### src/b64e_pkg.sv
// Package for the Base64 stream encoder: payload types, job record, alphabet lookup.
package b64e_pkg;

    localparam int LINE_CHARS_DEF  = 76;
    localparam int QUEUE_DEPTH_DEF = 4;

    localparam logic [7:0] CHAR_CR  = 8'h0D;
    localparam logic [7:0] CHAR_LF  = 8'h0A;
    localparam logic [7:0] CHAR_PAD = 8'h3D;

    typedef struct packed {
        logic [7:0] data_byte;
        logic       end_of_message;
    } in_item_t;

    typedef struct packed {
        logic [7:0] out_char;
        logic       last_char;
    } out_item_t;

    typedef enum logic [1:0] {
        JOB_FULL = 2'd0,
        JOB_PAD1 = 2'd1,
        JOB_PAD2 = 2'd2
    } job_kind_t;

    // One unit of output work: a full group or a padded tail.
    typedef struct packed {
        job_kind_t   kind;
        logic        crlf;
        logic        last;
        logic [23:0] word;
    } job_t;

    function automatic logic [7:0] b64_char(input logic [5:0] v);
        logic [7:0] v8;
        logic [7:0] c;
        v8 = {2'b00, v};
        if (v < 6'd26)
            c = 8'h41 + v8;
        else if (v < 6'd52)
            c = 8'h61 + (v8 - 8'd26);
        else if (v < 6'd62)
            c = 8'h30 + (v8 - 8'd52);
        else if (v == 6'd62)
            c = 8'h2B;
        else
            c = 8'h2F;
        return c;
    endfunction

endpackage

### src/b64e_front.sv
// Front end: accepts bytes, tracks group phase and line count, issues jobs.
module b64e_front #(
    parameter int LINE_CHARS = b64e_pkg::LINE_CHARS_DEF
) (
    input  logic               clk,
    input  logic               rst_n,
    input  logic               cfg_wr_en,
    input  logic               cfg_wr_data,
    input  logic               accept,
    input  b64e_pkg::in_item_t item,
    output logic               push,
    output b64e_pkg::job_t     job
);

    localparam int CNT_W = $clog2(LINE_CHARS + 4);

    logic             wrap_en_reg;
    logic [1:0]       phase_reg, phase_next;
    logic [7:0]       held0_reg, held0_next;
    logic [7:0]       held1_reg, held1_next;
    logic [CNT_W-1:0] line_cnt_reg, line_cnt_next;
    logic [CNT_W-1:0] cnt_sum;
    logic             line_full;

    assign cnt_sum   = line_cnt_reg + CNT_W'(4);
    assign line_full = (cnt_sum >= CNT_W'(LINE_CHARS));

    always_comb
    begin
        phase_next    = phase_reg;
        held0_next    = held0_reg;
        held1_next    = held1_reg;
        line_cnt_next = line_cnt_reg;
        push          = 1'b0;
        job.kind      = b64e_pkg::JOB_FULL;
        job.crlf      = 1'b0;
        job.last      = item.end_of_message;
        job.word      = {held0_reg, held1_reg, item.data_byte};
        if (accept)
        begin
            if (phase_reg[1])
            begin
                // third byte closes a group
                push          = 1'b1;
                job.crlf      = line_full & wrap_en_reg;
                phase_next    = 2'd0;
                line_cnt_next = line_full ? '0 : cnt_sum;
            end
            else
            begin
                if (phase_reg[0])
                    held1_next = item.data_byte;
                else
                    held0_next = item.data_byte;
                phase_next = phase_reg + 2'd1;
                if (item.end_of_message)
                begin
                    push = 1'b1;
                    if (phase_reg[0])
                    begin
                        job.kind = b64e_pkg::JOB_PAD2;
                        job.word = {held0_reg, item.data_byte, 8'h00};
                    end
                    else
                    begin
                        job.kind = b64e_pkg::JOB_PAD1;
                        job.word = {item.data_byte, 16'h0000};
                    end
                end
            end
            if (item.end_of_message)
            begin
                phase_next    = 2'd0;
                line_cnt_next = '0;
            end
        end
    end

    always_ff @(posedge clk or negedge rst_n)
    begin
        if (!rst_n)
        begin
            wrap_en_reg  <= 1'b0;
            phase_reg    <= 2'd0;
            line_cnt_reg <= '0;
        end
        else
        begin
            if (cfg_wr_en)
                wrap_en_reg <= cfg_wr_data;
            phase_reg    <= phase_next;
            line_cnt_reg <= line_cnt_next;
        end
    end

    always_ff @(posedge clk)
    begin
        held0_reg <= held0_next;
        held1_reg <= held1_next;
    end

    phase_range_a: assert property (@(posedge clk) disable iff (!rst_n)
        phase_reg != 2'd3)
        else $error("group phase out of range");

    line_cnt_a: assert property (@(posedge clk) disable iff (!rst_n)
        line_cnt_reg < CNT_W'(LINE_CHARS))
        else $error("line count reached line length without wrapping");

endmodule

### src/b64e_queue.sv
// Short job queue between the front end and the character emitter.
module b64e_queue #(
    parameter int DEPTH = b64e_pkg::QUEUE_DEPTH_DEF
) (
    input  logic           clk,
    input  logic           rst_n,
    input  logic           push,
    input  b64e_pkg::job_t push_job,
    output logic           push_ready,
    input  logic           pop,
    output logic           head_valid,
    output b64e_pkg::job_t head_job
);

    localparam int PTR_W = (DEPTH > 1) ? $clog2(DEPTH) : 1;
    localparam int CNT_W = $clog2(DEPTH + 1);

    b64e_pkg::job_t   entries [DEPTH];
    logic [PTR_W-1:0] wr_ptr_reg, rd_ptr_reg;
    logic [CNT_W-1:0] count_reg;

    assign push_ready = (count_reg != CNT_W'(DEPTH));
    assign head_valid = (count_reg != '0);
    assign head_job   = entries[rd_ptr_reg];

    always_ff @(posedge clk or negedge rst_n)
    begin
        if (!rst_n)
        begin
            wr_ptr_reg <= '0;
            rd_ptr_reg <= '0;
            count_reg  <= '0;
        end
        else
        begin
            if (push)
                wr_ptr_reg <= (wr_ptr_reg == PTR_W'(DEPTH - 1)) ? '0 : wr_ptr_reg + 1'b1;
            if (pop)
                rd_ptr_reg <= (rd_ptr_reg == PTR_W'(DEPTH - 1)) ? '0 : rd_ptr_reg + 1'b1;
            if (push && !pop)
                count_reg <= count_reg + 1'b1;
            else if (pop && !push)
                count_reg <= count_reg - 1'b1;
        end
    end

    always_ff @(posedge clk)
    begin
        if (push)
            entries[wr_ptr_reg] <= push_job;
    end

    no_overflow_a: assert property (@(posedge clk) disable iff (!rst_n)
        push |-> push_ready)
        else $error("job pushed into full queue");

    no_underflow_a: assert property (@(posedge clk) disable iff (!rst_n)
        pop |-> head_valid)
        else $error("job popped from empty queue");

endmodule

### src/b64e_back.sv
// Back end: walks the head job into out_reg, one char per cycle unless stalled.
module b64e_back (
    input  logic                clk,
    input  logic                rst_n,
    input  logic                head_valid,
    input  b64e_pkg::job_t      head_job,
    output logic                pop,
    output logic                out_valid,
    input  logic                out_ready,
    output b64e_pkg::out_item_t out_item
);

    logic [2:0]          idx_reg;
    logic                out_valid_reg;
    b64e_pkg::out_item_t out_reg;
    logic                load;
    logic [2:0]          final_idx;
    logic                at_final;
    logic [5:0]          sextet;
    logic [7:0]          ch;

    assign load      = head_valid && (!out_valid_reg || out_ready);
    assign final_idx = (head_job.kind == b64e_pkg::JOB_FULL && head_job.crlf) ? 3'd5 : 3'd3;
    assign at_final  = (idx_reg == final_idx);
    assign pop       = load && at_final;

    always_comb
    begin
        unique case (idx_reg[1:0])
            2'd0:    sextet = head_job.word[23:18];
            2'd1:    sextet = head_job.word[17:12];
            2'd2:    sextet = head_job.word[11:6];
            default: sextet = head_job.word[5:0];
        endcase
        if (idx_reg == 3'd4)
            ch = b64e_pkg::CHAR_CR;
        else if (idx_reg == 3'd5)
            ch = b64e_pkg::CHAR_LF;
        else if (head_job.kind == b64e_pkg::JOB_PAD1 && idx_reg >= 3'd2)
            ch = b64e_pkg::CHAR_PAD;
        else if (head_job.kind == b64e_pkg::JOB_PAD2 && idx_reg == 3'd3)
            ch = b64e_pkg::CHAR_PAD;
        else
            ch = b64e_pkg::b64_char(sextet);
    end

    always_ff @(posedge clk or negedge rst_n)
    begin
        if (!rst_n)
        begin
            idx_reg       <= 3'd0;
            out_valid_reg <= 1'b0;
        end
        else
        begin
            if (load)
            begin
                idx_reg       <= at_final ? 3'd0 : idx_reg + 3'd1;
                out_valid_reg <= 1'b1;
            end
            else if (out_ready)
                out_valid_reg <= 1'b0;
        end
    end

    always_ff @(posedge clk)
    begin
        if (load)
        begin
            out_reg.out_char  <= ch;
            out_reg.last_char <= head_job.last && at_final;
        end
    end

    assign out_valid = out_valid_reg;
    assign out_item  = out_reg;

    mid_job_a: assert property (@(posedge clk) disable iff (!rst_n)
        (idx_reg != 3'd0) |-> head_valid)
        else $error("job left the queue before all characters were sent");

endmodule

### src/base64_stream_encoder.sv
// Flow: a byte that closes a group or ends a message pushes one job into the queue;
// its characters then leave in order through the output register.
// Throughput: one byte per cycle while the four-job queue has room; the emitter sends
// one character per cycle while char_ready takes them.
// Reset (rst_n, async low) empties the queue and output stage, clears phase, line
// count and disables line wrapping.
module base64_stream_encoder #(
    parameter int LINE_CHARS  = b64e_pkg::LINE_CHARS_DEF,
    parameter int QUEUE_DEPTH = b64e_pkg::QUEUE_DEPTH_DEF
) (
    input  logic                clk,
    input  logic                rst_n,
    input  logic                cfg_wr_en,
    input  logic                cfg_wr_data,
    input  logic                byte_valid,
    output logic                byte_ready,
    input  b64e_pkg::in_item_t  byte_data,
    output logic                char_valid,
    input  logic                char_ready,
    output b64e_pkg::out_item_t char_data
);

    logic           push;
    logic           push_ready;
    b64e_pkg::job_t push_job;
    logic           pop;
    logic           head_valid;
    b64e_pkg::job_t head_job;
    logic           accept;

    assign byte_ready = push_ready;
    assign accept     = byte_valid && push_ready;

    b64e_front #(
        .LINE_CHARS (LINE_CHARS)
    ) u_front (
        .clk         (clk),
        .rst_n       (rst_n),
        .cfg_wr_en   (cfg_wr_en),
        .cfg_wr_data (cfg_wr_data),
        .accept      (accept),
        .item        (byte_data),
        .push        (push),
        .job         (push_job)
    );

    b64e_queue #(
        .DEPTH (QUEUE_DEPTH)
    ) u_queue (
        .clk        (clk),
        .rst_n      (rst_n),
        .push       (push),
        .push_job   (push_job),
        .push_ready (push_ready),
        .pop        (pop),
        .head_valid (head_valid),
        .head_job   (head_job)
    );

    b64e_back u_back (
        .clk        (clk),
        .rst_n      (rst_n),
        .head_valid (head_valid),
        .head_job   (head_job),
        .pop        (pop),
        .out_valid  (char_valid),
        .out_ready  (char_ready),
        .out_item   (char_data)
    );

endmodule

### config.mk
export PLATFORM = sky130hd
export DESIGN_NAME = base64_stream_encoder
export DESIGN_NICKNAME = d
export VERILOG_FILES = /design/src/b64e_pkg.sv /design/src/b64e_front.sv /design/src/b64e_queue.sv /design/src/b64e_back.sv /design/src/base64_stream_encoder.sv
export SDC_FILE = /design/constraint.sdc
export NUM_CORES = 1
export LEC_CHECK = 0
export ABC_AREA = 1
export BUFFER_PORTS_ARGS = -buffer_cell sky130_fd_sc_hd__clkbuf_2
export CAP_MARGIN = 20
export CORE_MARGIN = 2
export CORE_UTILIZATION = 40
export CTS_CLUSTER_DIAMETER = 120
export DETAILED_ROUTE_END_ITERATION = 6
export SLEW_MARGIN = 25
export SYNTH_ARGS = -nofsm -noshare
export SYNTH_HDL_FRONTEND = slang
export SYNTH_SLANG_ARGS = --single-unit
### constraint.sdc
create_clock -name clk -period 2.8 [get_ports clk]
set_input_delay 0.14 -clock clk [delete_from_list [all_inputs] [get_ports clk]]
set_output_delay 0.14 -clock clk [all_outputs]
set_load 0.02 [all_outputs]
==> metrics.md <==
| Metric | Value |
|---|---|
| Req. time, crit path | `between 3 and 4 ns` |
| Mapped Avg Cell Area | `10.34 sq um` |
| Top FF cell, synth | `edfxtp_1` |
| Syn_nets | `747` |
| Largest reg by FF count | `u_queue.entries` |
| Initial Util | `40.80%` |
| Placed cell area | `~7800 sq um` |
| H-tree depth | `4` |
| Pre-antenna DRT Iters | `5` |
| Maximum clock path buffer count | `2` |
| # IOs | `26` |
| Routed vias/inst | `5.052` |
| Synth top area share | `56.13%` |
| Final worst setup slack | `between 0.07 and 0.08 ns` |
| Die X | `139.4 um` |
| Post-synth ARST share | `12.18%` |
| Clock sink total | `between 150 and 200` |
| Crit path launch | `u_queue.rd_ptr_reg[0]` |
| Tot Pwr | `11,450 uW` |
| Pwr Density | `1297 nW/um^2` |
| Slowest CP cell | `dfrtp_2` |
| CTS Buf Count | `17` |
| Hold Crit Class | `in -> reg` |
| Worst stage delay on the critical path | `0.45 ns` |
| R2r setup slk | `about 0.073 ns` |
| Startpoint types | `flip-flop` |
| Synth area leaders | `edfxtp_1 (56%), nand2_1 (8.5%), dfrtp_1 (6.5%)` |
| CTS tree | `done` |
| Number of distinct library cells after synthesis | `43` |
| Synth Register Bits | `156` |
| Commonest cells post-synth | `nand2_1 (166), edfxtp_1 (137), inv_1 (72)` |
| Total negative setup slack | `0 ns` |
| Gr usage total | `17.35%` |
| Largest net degree at the start of global routing | `30` |
| Die height | `139.4 um` |
| Clock latency on the worst-skew pair | `0.43 ns` |
| Number of synthesized flops with an enable pin | `around 140` |
| Core Area | `between 15,000 and 20,000 sq um` |
| Yosys warning total | `0` |
| Reg-to-reg startpoint | `u_queue.rd_ptr_reg[0]` |
| Worst Max-Slew Pin Slew | `0.7773 ns` |
| Vias | `5,193` |
| Path type of the worst setup path | `reg -> reg` |
| Worst vdd ir | `889.2 uV` |
| # setup viols final | `0` |
| Critical path, cell by cell | `clkinv_4, buf_6, o21ai_2, o22a_1, nand3_2, nor2_1, nor2_1, and3_1, inv_2, nor2_2, inv_1, ha_1, inv_1, fa_2, a21oi_1, o21ai_1, xor2_1` |
| Worst Setup EP | `u_queue.count_reg[2]` |
| Final max-slew violation count | `0` |
| Worst slew margin | `47.99%` |
| Reg-to-reg endpoint | `u_queue.count_reg[2]` |
| Cells after Synth | `around 700` |
| First-pass GRT wire length | `26,240 um` |
| Crit Path Max Fanout | `8` |
| Initial antenna violation count | `0` |
| Number of global-route vias before repair | `5,195` |
| Post-layout min period | `2.727 ns` |
| Max cap viols | `0` |
| DRC | `0` |
| Worst clock skew | `0.008590 ns` |
| Final Cycle Share | `roughly 97%` |
| FP Rows | `49` |
| Post-route ant nets | `0` |
| Post-route cell area | `between 8000 and 9000 sq um` |
| Yosys top cell by area | `edfxtp_1` |
| Met1 Routed Length | `7357 um` |
| Final hold vios | `0` |
| Met3 routed WL | `697 um` |
| Ratio of cells with drive above 1 in the final layout | `18.02%` |
| Seq/Total Area, Yosys | `62.62%` |
| Place WS | `-0.01498 ns` |
| GRT overflow | `0` |
| Routed met2 length | `7963 um` |
| Final GP Congestion | `0.8842` |
| Post-Route WL | `approximately 16,000 um` |
| Area delta synth->final | `20.45%` |
| Top sig layer | `met4` |
| Root Driver | `clkbuf_16` |
| Synthesized cell area | `7330 sq um` |
| Port buffer count | `25` |
| Status | `completed` |
| RSZ-0062 raised after global routing | `true` |
| Pleak | `0.003648 uW` |
| Diode count | `0` |
| Fmax | `366.7 MHz` |
| Top-count cell post-synth | `nand2_1` |
| Max reg flops | `112` |
| Clk slew on worst S/H paths | `0.06 ns` |
| Post-DP HPWL | `10,780 um` |
| # nets final | `around 820` |
| WL/cell | `between 15 and 20 um` |
| R2R cell count | `17` |
| Worst path arrival time | `3.03 ns` |
| Die Area | `19,420 sq um` |
| Initial drt markers | `423` |
| CP endpoint kind | `flip-flop` |
==> report_power, final <==
group	switching, uW	total, uW	internal [uW]
clock network	887	2360	1480
registers	194	3380	3180
logic	3570	5710	2140
total	4650	11400	6800
==> per-stage QoR <==
stage	hold slack, ns	utilization, %	instances
6_report	0.03922	49.15	1028
5_1_grt	0.04171	49.15	1028
4_1_cts	0.02692	47.80	1015
3_5_place_dp	0.1445	43.58	970
3_3_place_gp	0.1302	43.58	970
2_1_floorplan	-0.1556	-	709
==> worst min-delay path by stage <==
stage | startpoint | endpoint | slack (ns) | depth (start not counted)
2_1_floorplan | rst_n | u_back.idx_reg[0] | -0.16 | 0
6_report | byte_data[0] | u_queue.entries[1][24] | 0.04 | 1
3_3_place_gp | rst_n | u_queue.count_reg[2] | 0.13 | 1
3_5_place_dp | rst_n | u_queue.count_reg[1] | 0.14 | 1
4_1_cts | byte_data[0] | u_queue.entries[1][24] | 0.03 | 1
5_1_grt | byte_data[0] | u_queue.entries[1][24] | 0.04 | 1
==> cell usage in the layout (no fill, tap or decap), types with 2 or more instances in the layout <==
master and instances:
nand2_1 163, edfxtp_1 137, inv_1 71, nor2_1 62
nand3_1 57, o21ai_0 36, buf_4 31, o21ai_1 30
clkbuf_2 25, ha_1 22, clkbuf_16 18, dfrtp_1 18
a21oi_1 13, dlygate4sd3_1 12, nor2_2 11, inv_2 10
xor2_1 7, nand2_2 5, buf_12 5, nor2_4 4
buf_6 4, a21oi_2 3, nand4_1 3, nand2_4 3
a31oi_1 3, nand3_2 3, xnor2_1 3, bufinv_16 3
clkbuf_1 3, clkinvlp_4 3, clkbuf_8 3, clkinv_4 2
o21ai_2 2, o211ai_1 2, nor3_1 2
==> layout make-up <==
type                       count  area (sq um)
fill                        1630          9135
sequential                   156          4591
multi-input combinational    450          2374
timing repair buffer          78         648.1
clock buffer                  23         478.0
inverter                      83         316.6
tap                          229         286.5
clock inverter                 9         135.1
==> timing repair <==
action | 4_1_cts | 5_1_grt
pin swaps | 1 | 11
endpoints found under the hold margin | 37 | 0
buffers inserted | 1 | 12
gates resized for setup | 4 | 39
cloned | 0 | 1
setup endpoints to repair | 2 | 21
hold buffers | 12 | 0
==> critical path, delay by kind of cell, from the launching register on <==
kind / cells / cell delay, ns
xor gates and xnor gates: 1 / 0.15
adders and majority gates: 2 / 0.52
DFF: 1 / 0.45
and+or+nand+nor: 5 / 0.45
AOI/OAI and AO/OA: 4 / 0.51
buffers and inverters: 5 / 0.51
==> logic make-up after synthesis <==
kind of cell               count (synthesis)  share of synthesized area [%]
adders and majority gates                 23                          4.029
xor gates and xnor gates                  11                          1.315
and+or+nand+nor                          318                          18.32
AOI/OAI and AO/OA                         98                          7.426
DFF                                      156                          62.62
buffers and inverters                    103                          6.299
==> layer usage <==
layer  up-vias  global-route usage, %
met4         0                  6.380
met5         -                      0
met3        32                  3.131
met2       124                  28.97
met1      2498                  22.77
li1       2539                      -
Note: power is estimated with default switching activity, not from simulation.
